`src/svms_pkg.sv`:
```
package svms_pkg;

  localparam int MAX_RECORDS    = 64;
  localparam int SIGN_POSITIONS = 16;
  localparam int MAX_KEYS       = 8;

  localparam int SIGNS_W     = 32;
  localparam int ARRIVAL_W   = 6;
  localparam int KEY_COUNT_W = 4;
  localparam int POS_W       = 4;
  localparam int IDX_W       = $clog2(MAX_RECORDS);
  localparam int CNT_W       = $clog2(MAX_RECORDS + 1);
  localparam int CFG_IDX_W   = 1;
  localparam int CFG_DATA_W  = 32;

  localparam logic [CFG_IDX_W-1:0] CFG_KEY_COUNT     = 1'b0;
  localparam logic [CFG_IDX_W-1:0] CFG_KEY_POSITIONS = 1'b1;

  typedef struct packed {
    logic lt;
    logic eq;
  } cmp_res_t;

  // Rank of a sign: 0 for -1, 1 for 0, 2 for +1. Code 3 ranks as +1, and a
  // position outside the vector reads as sign 0.
  function automatic logic [1:0] sign_rank(input logic [SIGNS_W-1:0] rec,
                                           input logic [POS_W-1:0] pos);
    logic [1:0] code;
    code = rec[{pos, 1'b0} +: 2];
    if (32'(pos) >= SIGN_POSITIONS) begin
      return 2'd1;
    end
    return code[1] ? 2'd2 : code;
  endfunction

endpackage

```
`src/svms_in_if.sv`:
```
interface svms_in_if;
  logic                          valid;
  logic                          ready;
  logic [svms_pkg::SIGNS_W-1:0]  signs;
  logic                          last;

  modport source(output valid, output signs, output last, input ready);
  modport sink(input valid, input signs, input last, output ready);
endinterface

```
`src/svms_out_if.sv`:
```
interface svms_out_if;
  logic                           valid;
  logic                           ready;
  logic [svms_pkg::SIGNS_W-1:0]   sorted_signs;
  logic [svms_pkg::ARRIVAL_W-1:0] arrival_index;
  logic                           overflow;
  logic                           last_out;

  modport source(output valid, output sorted_signs, output arrival_index,
                 output overflow, output last_out, input ready);
  modport sink(input valid, input sorted_signs, input arrival_index,
               input overflow, input last_out, output ready);
endinterface

```
`src/sign_vector_multikey_sort.sv`:
```
// Channel   Dir   Payload                                         Accepted when
// rec_in    in    signs, last                                     valid && ready
// res_out   out   sorted_signs, arrival_index, overflow, last_out valid && ready
// cfg       in    cfg_we, cfg_index, cfg_data                     cfg_we
//
// A record without last is stored (past capacity it is dropped and flagged as overflow) and the block stays ready.
// A last record starts the sort, one compare per cycle on the shared comparator
// for each pair of stored records, while rec_in.ready stays low. Each result then
// passes S_EO, S_ER and S_EV, and waits in S_EV while the output is full and res_out.ready is low.
// Reset is synchronous on rst; it clears the state, counters, configuration and output valid flag.
module sign_vector_multikey_sort (
  input  logic                              clk,
  input  logic                              rst,
  svms_in_if.sink                           rec_in,
  svms_out_if.source                        res_out,
  input  logic                              cfg_we,
  input  logic [svms_pkg::CFG_IDX_W-1:0]    cfg_index,
  input  logic [svms_pkg::CFG_DATA_W-1:0]   cfg_data
);

  localparam int IDX_W = svms_pkg::IDX_W;
  localparam int CNT_W = svms_pkg::CNT_W;

  typedef enum logic [2:0] {
    S_LOAD, S_RD_I, S_LAT_I, S_SCAN, S_EO, S_ER, S_EV
  } state_t;

  state_t state;

  logic [svms_pkg::KEY_COUNT_W-1:0]                     key_count;
  logic [svms_pkg::MAX_KEYS*svms_pkg::POS_W-1:0]        key_positions;

  logic [svms_pkg::SIGNS_W-1:0] record_mem [svms_pkg::MAX_RECORDS];
  logic [IDX_W-1:0]             order_mem  [svms_pkg::MAX_RECORDS];

  logic [CNT_W-1:0]             total;
  logic                         overflow_seen;
  logic [CNT_W-1:0]             i;
  logic [CNT_W-1:0]             j;
  logic [CNT_W-1:0]             k;
  logic [CNT_W-1:0]             rank;
  logic [CNT_W-1:0]             rank_next;
  logic [svms_pkg::SIGNS_W-1:0] rec_i;
  logic [IDX_W-1:0]             rd_addr;
  logic [svms_pkg::SIGNS_W-1:0] rd_data;
  logic [IDX_W-1:0]             ord_q;

  logic                         out_valid;
  logic [svms_pkg::SIGNS_W-1:0] out_signs;
  logic [svms_pkg::ARRIVAL_W-1:0] out_index;
  logic                         out_ovf;
  logic                         out_last;

  logic                         in_acc;
  logic                         out_acc;
  logic                         scan_last;
  logic                         goes_ahead;
  svms_pkg::cmp_res_t           cmp;

  assign in_acc    = rec_in.valid && rec_in.ready;
  assign out_acc   = out_valid && res_out.ready;
  assign scan_last = (j + CNT_W'(1)) == total;

  assign rec_in.ready          = (state == S_LOAD);
  assign res_out.valid         = out_valid;
  assign res_out.sorted_signs  = out_signs;
  assign res_out.arrival_index = out_index;
  assign res_out.overflow      = out_ovf;
  assign res_out.last_out      = out_last;

  svms_cmp u_cmp (
    .a             (rd_data),
    .b             (rec_i),
    .key_count     (key_count),
    .key_positions (key_positions),
    .res           (cmp)
  );

  // Record j goes ahead of record i if its key is smaller, or equal with an
  // earlier arrival; the count of such records is the sorted slot of i.
  assign goes_ahead = cmp.lt || (cmp.eq && (j < i));
  assign rank_next  = rank + CNT_W'(goes_ahead);

  always_comb begin
    case (state)
      S_RD_I:  rd_addr = i[IDX_W-1:0];
      S_LAT_I: rd_addr = '0;
      S_SCAN:  rd_addr = scan_last ? IDX_W'(i + CNT_W'(1)) : IDX_W'(j + CNT_W'(1));
      S_ER:    rd_addr = ord_q;
      S_EV:    rd_addr = ord_q;
      default: rd_addr = '0;
    endcase
  end

  always_ff @(posedge clk) begin
    if (in_acc && (total < CNT_W'(svms_pkg::MAX_RECORDS))) begin
      record_mem[total[IDX_W-1:0]] <= rec_in.signs;
    end
    rd_data <= record_mem[rd_addr];
  end

  always_ff @(posedge clk) begin
    if ((state == S_SCAN) && scan_last) begin
      order_mem[rank_next[IDX_W-1:0]] <= i[IDX_W-1:0];
    end
    if (state == S_EO) begin
      ord_q <= order_mem[k[IDX_W-1:0]];
    end
  end

  always_ff @(posedge clk) begin
    if (rst) begin
      key_count     <= '0;
      key_positions <= '0;
    end else if (cfg_we) begin
      case (cfg_index)
        svms_pkg::CFG_KEY_COUNT:     key_count <= cfg_data[svms_pkg::KEY_COUNT_W-1:0];
        svms_pkg::CFG_KEY_POSITIONS: key_positions <= cfg_data;
        default: ;
      endcase
    end
  end

  always_ff @(posedge clk) begin
    if (rst) begin
      state         <= S_LOAD;
      total         <= '0;
      overflow_seen <= 1'b0;
      i             <= '0;
      j             <= '0;
      k             <= '0;
      rank          <= '0;
      out_valid     <= 1'b0;
    end else begin
      // In S_EV an accepted result is always replaced by the next one below.
      if (out_acc && (state != S_EV)) begin
        out_valid <= 1'b0;
      end
      case (state)
        S_LOAD: begin
          if (in_acc) begin
            if (total < CNT_W'(svms_pkg::MAX_RECORDS)) begin
              total <= total + CNT_W'(1);
            end else begin
              overflow_seen <= 1'b1;
            end
            if (rec_in.last) begin
              i     <= '0;
              state <= S_RD_I;
            end
          end
        end
        S_RD_I: begin
          state <= S_LAT_I;
        end
        S_LAT_I: begin
          rec_i <= rd_data;
          j     <= '0;
          rank  <= '0;
          state <= S_SCAN;
        end
        S_SCAN: begin
          rank <= rank_next;
          j    <= j + CNT_W'(1);
          if (scan_last) begin
            i <= i + CNT_W'(1);
            if ((i + CNT_W'(1)) == total) begin
              k     <= '0;
              state <= S_EO;
            end else begin
              state <= S_LAT_I;
            end
          end
        end
        S_EO: begin
          state <= S_ER;
        end
        S_ER: begin
          state <= S_EV;
        end
        S_EV: begin
          if (!out_valid || res_out.ready) begin
            out_valid <= 1'b1;
            out_signs <= rd_data;
            out_index <= svms_pkg::ARRIVAL_W'(ord_q);
            out_ovf   <= overflow_seen;
            out_last  <= (k + CNT_W'(1)) == total;
            k         <= k + CNT_W'(1);
            if ((k + CNT_W'(1)) == total) begin
              total         <= '0;
              overflow_seen <= 1'b0;
              state         <= S_LOAD;
            end else begin
              state <= S_EO;
            end
          end
        end
        default: state <= S_LOAD;
      endcase
    end
  end

  a_total_bound: assert property (@(posedge clk) disable iff (rst)
    total <= CNT_W'(svms_pkg::MAX_RECORDS))
    else $error("stored record count above capacity");

  a_scan_range: assert property (@(posedge clk) disable iff (rst)
    (state == S_SCAN) |-> ((j < total) && (i < total)))
    else $error("scan index outside stored records");

  a_rank_range: assert property (@(posedge clk) disable iff (rst)
    ((state == S_SCAN) && scan_last) |-> (rank_next < total))
    else $error("sorted slot outside stored records");

  a_last_blocks: assert property (@(posedge clk) disable iff (rst)
    (in_acc && rec_in.last) |=> !rec_in.ready)
    else $error("input still taken after a final record");

  a_emit_last: assert property (@(posedge clk) disable iff (rst)
    ((state == S_EV) && $past(state) == S_EV && !out_valid) |-> 1'b0)
    else $error("emission stalled with a free output register");

endmodule

```
`src/svms_cmp.sv`:
```
module svms_cmp (
  input  logic [svms_pkg::SIGNS_W-1:0]             a,
  input  logic [svms_pkg::SIGNS_W-1:0]             b,
  input  logic [svms_pkg::KEY_COUNT_W-1:0]         key_count,
  input  logic [svms_pkg::MAX_KEYS*svms_pkg::POS_W-1:0] key_positions,
  output svms_pkg::cmp_res_t                       res
);

  logic [svms_pkg::KEY_COUNT_W-1:0] n_keys;

  assign n_keys = (key_count > svms_pkg::KEY_COUNT_W'(svms_pkg::MAX_KEYS))
                  ? svms_pkg::KEY_COUNT_W'(svms_pkg::MAX_KEYS) : key_count;

  // Walk keys from lowest to highest priority so the first differing key wins.
  always_comb begin
    res.lt = 1'b0;
    res.eq = 1'b1;
    for (int k = svms_pkg::MAX_KEYS - 1; k >= 0; k--) begin
      if ((svms_pkg::KEY_COUNT_W'(k) < n_keys) &&
          (svms_pkg::sign_rank(a, key_positions[k*svms_pkg::POS_W +: svms_pkg::POS_W]) !=
           svms_pkg::sign_rank(b, key_positions[k*svms_pkg::POS_W +: svms_pkg::POS_W]))) begin
        res.lt = svms_pkg::sign_rank(a, key_positions[k*svms_pkg::POS_W +: svms_pkg::POS_W]) <
                 svms_pkg::sign_rank(b, key_positions[k*svms_pkg::POS_W +: svms_pkg::POS_W]);
        res.eq = 1'b0;
      end
    end
  end

endmodule
```
`src/flat_wrapper.sv`:
```
// flat-port wrapper written by rule: the top's interface ports become plain ports
module sign_vector_multikey_sort_flat 
  (clk, rst, cfg_we, cfg_index, cfg_data, rec_in_valid, rec_in_signs, rec_in_last, rec_in_ready, res_out_valid, res_out_sorted_signs, res_out_arrival_index, res_out_overflow, res_out_last_out, res_out_ready);
  svms_in_if rec_in_i ();
  svms_out_if res_out_i ();
  input  logic clk;
  input  logic rst;
  input  logic cfg_we;
  input  logic [svms_pkg::CFG_IDX_W-1:0] cfg_index;
  input  logic [svms_pkg::CFG_DATA_W-1:0] cfg_data;
  input wire logic [$bits(rec_in_i.valid)-1:0] rec_in_valid;
  input wire logic [$bits(rec_in_i.signs)-1:0] rec_in_signs;
  input wire logic [$bits(rec_in_i.last)-1:0] rec_in_last;
  output wire logic [$bits(rec_in_i.ready)-1:0] rec_in_ready;
  output wire logic [$bits(res_out_i.valid)-1:0] res_out_valid;
  output wire logic [$bits(res_out_i.sorted_signs)-1:0] res_out_sorted_signs;
  output wire logic [$bits(res_out_i.arrival_index)-1:0] res_out_arrival_index;
  output wire logic [$bits(res_out_i.overflow)-1:0] res_out_overflow;
  output wire logic [$bits(res_out_i.last_out)-1:0] res_out_last_out;
  input wire logic [$bits(res_out_i.ready)-1:0] res_out_ready;
  assign rec_in_i.valid = rec_in_valid;
  assign rec_in_i.signs = rec_in_signs;
  assign rec_in_i.last = rec_in_last;
  assign rec_in_ready = rec_in_i.ready;
  assign res_out_valid = res_out_i.valid;
  assign res_out_sorted_signs = res_out_i.sorted_signs;
  assign res_out_arrival_index = res_out_i.arrival_index;
  assign res_out_overflow = res_out_i.overflow;
  assign res_out_last_out = res_out_i.last_out;
  assign res_out_i.ready = res_out_ready;
  sign_vector_multikey_sort u_core (.clk(clk), .rst(rst), .rec_in(rec_in_i), .res_out(res_out_i), .cfg_we(cfg_we), .cfg_index(cfg_index), .cfg_data(cfg_data));
endmodule
```
`config.mk`:
```
export PLATFORM = sky130hd
export DESIGN_NAME = sign_vector_multikey_sort_flat
export DESIGN_NICKNAME = d
export VERILOG_FILES = /design/src/svms_pkg.sv /design/src/svms_in_if.sv /design/src/svms_out_if.sv /design/src/sign_vector_multikey_sort.sv /design/src/svms_cmp.sv /design/src/flat_wrapper.sv
export SDC_FILE = /design/constraint.sdc
export NUM_CORES = 2
export LEC_CHECK = 0
export BUFFER_PORTS_ARGS = -buffer_cell sky130_fd_sc_hd__buf_4
export CAP_MARGIN = 20
export CORE_MARGIN = 8
export CORE_UTILIZATION = 25
export DETAILED_ROUTE_END_ITERATION = 6
export PLACE_DENSITY = 0.38
export SLEW_MARGIN = 10
export SYNTH_ARGS = -nofsm -noshare
export SYNTH_HDL_FRONTEND = slang
export SYNTH_HIERARCHICAL = 1
export SYNTH_SLANG_ARGS = --single-unit
export TNS_END_PERCENT = 30
```
`constraint.sdc`:
```
create_clock -name clk -period 4.8 [get_ports clk]
set_clock_uncertainty 0.2 [all_clocks]
set_input_delay 0.48 -clock clk [delete_from_list [all_inputs] [get_ports clk]]
set_output_delay 0.48 -clock clk [all_outputs]
set_load 0.02 [all_outputs]
```
==> flow_summary.json <==
{
  "outcome": "finished, violations left",
  "violations": "negative setup slack",
  "synth-seq-cells": 2617,
  "synth_edf_count": 2510,
  "clock_path_buffers": 4,
  "async_reset_ff_share_pct": 0,
  "finalSetupTns_ps": -22210,
  "timing.final.hold_violations": 0,
  "grt_antenna_before_repair": 23,
  "slew_headroom_pct": 25.6,
  "synthFlopType": "edfxtp_1",
  "yosys.area_share.simple_pct": 13.8,
  "fp.dieArea_mm2": 0.454,
  "synth_nets": 7874,
  "critPathSlowestCell": "mux4_2",
  "yosys.area.top_type": "edfxtp_1",
  "r2r_start": "u_core/key_positions[24]$_SDFFE_PP0P_",
  "vias": 70428,
  "area_growth_syn_to_layout_pct": 25.4,
  "finalNetCount": 8833,
  "power.leakage_nw": 46.3,
  "synth_xor_area_share_pct": 0.409,
  "ir_drop_mv": 0.259,
  "syn_inst": 7775,
  "hold_slack_ps": 182,
  "setup_viol": 375,
  "slew_viol_final": 0,
  "first_global_vias": 70139,
  "synth-compound-area-share_pct": 4.43,
  "min_delay_path_depth": 4,
  "worst_slack_ps": -115,
  "cts.sinks": 2617,
  "cp.arrival_ps": 5370,
  "cp_common_cell": "ha_4",
  "place_area_mm2": 0.124,
  "synth_area_leaders": "edfxtp_1 70%, nand2_1 7.1%, nand3_1 4.2%, mux4_2 3.2%, mux4_1 2.4%",
  "avgSynthCellArea_um2": 13.9,
  "rsz0062_at_grt": "true",
  "drt_wl_total_um": 388000,
  "first_pass_iters": 6,
  "crit_chain": "buf_12, buf_8, mux4_2, a22oi_2, and3_4, a21boi_4, ha_4, nand2b_4, a211oi_2, o311a_1, o32a_1, a31o_4, ha_4, ha_4, buf_8, xor2_4, nor2_4, nand2_2, buf_12, nor2_2, buf_6",
  "ant_nets": 0,
  "fin_util_pct": 31.5,
  "yosysSeqAreaShare_pct": 71.6,
  "final_cell_area_mm2": 0.136,
  "clk_latency_ps": 940,
  "num_rows": 241,
  "portBuffers": 112,
  "grt.total_usage_pct": 16.5,
  "wl_per_cell_um": 26.3,
  "clockRootBuffer": "clkbuf_16",
  "fin_crit_ps": 4910,
  "drt_iter0_drc": 5836,
  "max_freq_ghz": 0.203,
  "overflow": 0,
  "slowest_delay_ps": 510,
  "num-fill-cells": 42782,
  "critPathMaxFanout": 6,
  "die_h_um": 674,
  "cts_tree": "yes",
  "grt_max_degree": 100,
  "grt_pass1_wl_um": 549000,
  "io_pins": 113,
  "cts_buffers": 311,
  "syn_area_mm2": 0.108,
  "regToRegEndpoint": "u_core/order_mem[10][4]$_DFFE_PP_",
  "drive_above_1_share_pct": 22.2,
  "synth_top_area_share_pct": 69.6,
  "die_w_um": 674,
  "drc": 0,
  "coreArea_mm2": 0.431,
  "period_share_pct": 102,
  "maxCapViolCount": 0,
  "hold_end": "u_core/key_positions[28]$_SDFFE_PP0P_",
  "r2r_slack_ps": -110,
  "r2r_cells": 21,
  "globalplace.congestion": 0.810,
  "tightest_slew_ps": 1110,
  "yosysWarnings": 6,
  "clk_pin_slew_ps": 60,
  "cts_max_level": 5,
  "critPathKind": "flop to flop",
  "via_per_inst": 4.78,
  "pre_cts_slack_ps": -900,
  "start_util_pct": 25.1,
  "synth_top_family_by_area": "simple AND/OR/NAND/NOR gates",
  "p_per_area_mw_per_mm2": 471,
  "critPathLaunchType": "flop",
  "cp-end-kind": "flop",
  "synth_mux_area_share_pct": 7.07,
  "hold_path.class": "primary input to flop",
  "dpl.hpwl_um": 245000,
  "synthAdderAreaFrac_pct": 0.324,
  "min_from": "cfg_we",
  "yosysUniqueCellTypes": 84,
  "cp.required_ps": 5250
}
sequential cells by signal (all words and copies together), names as in the netlist, 6 cells and up:
name / count
u_core/rec_i: 32
u_core/j: 7
u_core/total: 7
u_core/rank: 6
u_core/res_out.sorted_signs: 32
u_core/i: 7
u_core/order_mem: 384
u_core/ord_q: 6
u_core/key_positions: 32
u_core/k: 7
u_core/rd_data: 32
u_core/res_out.arrival_index: 6
u_core/record_mem: 2048
cell usage after synthesis (all sizes together), types with 6 or more instances:
| cell | number |
|---|---|
| o21ai | 43 |
| a21oi | 200 |
| a2111oi | 14 |
| a221oi | 12 |
| nor4 | 12 |
| nand2b | 8 |
| buf | 365 |
| ha | 28 |
| mux2i | 153 |
| a311o | 18 |
| xnor2 | 28 |
| a311oi | 126 |
| a22oi | 39 |
| and3 | 117 |
| nor3 | 39 |
| o211a | 13 |
| o211ai | 24 |
| o221ai | 11 |
| a31oi | 52 |
| and2 | 12 |
| dfxtp | 107 |
| nand4 | 24 |
| xor2 | 20 |
| nand2 | 2060 |
| mux4 | 254 |
| a211oi | 24 |
| nand3b | 6 |
| nor2 | 221 |
| a31o | 7 |
| nand3 | 927 |
| a32oi | 25 |
| nor2b | 33 |
| a211o | 15 |
| inv | 15 |
| clkbuf | 149 |
| edfxtp | 2510 |
repair_timing:
action,in CTS,in global routing
cloned,1,0
pin swaps,50,51
buffers inserted,23,7
endpoints found under the hold margin,1733,0
setup endpoints to repair,416,404
hold buffers,72,0
resized for setup,183,146
worst max path at each step:
stage	startpoint	to	slack, ps	cells past startpoint
2_1_floorplan	u_core/key_positions[20]$_SDFFE_PP0P_	u_core/order_mem[33][0]$_DFFE_PP_	90	17
3_3_place_gp	u_core/key_positions[12]$_SDFFE_PP0P_	u_core/order_mem[16][3]$_DFFE_PP_	-840	18
3_5_place_dp	u_core/key_positions[12]$_SDFFE_PP0P_	u_core/order_mem[16][0]$_DFFE_PP_	-900	18
4_1_cts	u_core/key_positions[24]$_SDFFE_PP0P_	u_core/order_mem[48][5]$_DFFE_PP_	-160	21
5_1_grt	u_core/rec_i[11]$_DFFE_PP_	u_core/order_mem[6][0]$_DFFE_PP_	-260	21
6_report	u_core/key_positions[24]$_SDFFE_PP0P_	u_core/order_mem[10][4]$_DFFE_PP_	-110	21
metal layers:
layer | routed length, um | GRT usage (%) | vias to the layer above
met1 | 173000 | 22.6 | 36889
met4 | 9040 | 3.73 | 4
met5 | 27 | 0 | -
met2 | 188000 | 27.9 | 1817
met3 | 17200 | 2.01 | 438
li1 | - | - | 31280
cell type report:
cell class,instances,area (um2),share of cell area (%)
flip-flops and latches,2617,77500,57.1
multi-input cells,4628,29600,21.8
repair buffers,1160,11400,8.36
clock buffers,363,8080,5.95
well taps,5710,7140,5.26
clock inverters,203,1940,1.43
inverters,16,60.1,0.0442
diodes,23,57.6,0.0424
where the power goes:
group	switching (mW)	leakage, nW	internal [mW]
clock network	9.84	4.89	13.6
logic	8.85	18.0	5.84
registers	0.374	23.4	25.5
stage by stage:
| step | instances | power [mW] |
|---|---|---|
| finish | 14720 | 64.0 |
| global route | 14709 | 66.4 |
| CTS | 14691 | 64.8 |
| detailed placement | 14033 | 40.9 |
| global placement | 14033 | 40.9 |
| floorplan | 7775 | 32.4 |
worst max-delay path: cells and delay by family (launching register included):
kind / cells / cell delay, ps
flops: 1 / 340
xor+xnor: 1 / 180
fa+ha+maj: 3 / 520
buf+inv: 5 / 700
simple gates: 5 / 740
mux: 1 / 510
compound gates: 6 / 1440
cell usage in the layout, fill, tap and decap left out, drive strengths merged, types with 33 or more instances in the layout:
cell,netlist,routed
a31oi,52,52
edfxtp,2510,2510
mux4,254,254
buf,365,1087
clkinv,1,145
dfxtp,107,107
nor2b,33,33
a22oi,39,39
nand2,2060,2060
a21oi,200,200
a311oi,126,126
clkbuf,149,363
o21ai,43,43
dlygate4sd3,0,72
and3,117,117
nor3,39,39
mux2i,153,153
nand3,927,927
inv,15,34
nor2,221,221
kinds of logic (layout without fill, tap and decap cells):
group / after synthesis / in the layout
adder cells (fa/ha/maj): 28 / 28
XOR/XNOR: 48 / 48
other: 0 / 23
AND/OR/NAND/NOR: 3475 / 3475
AO/OA/AOI/OAI: 667 / 667
multiplexers: 410 / 410
flip-flops: 2617 / 2617
buffers and inverters: 530 / 1742
Power figures use the tool's default switching activity.
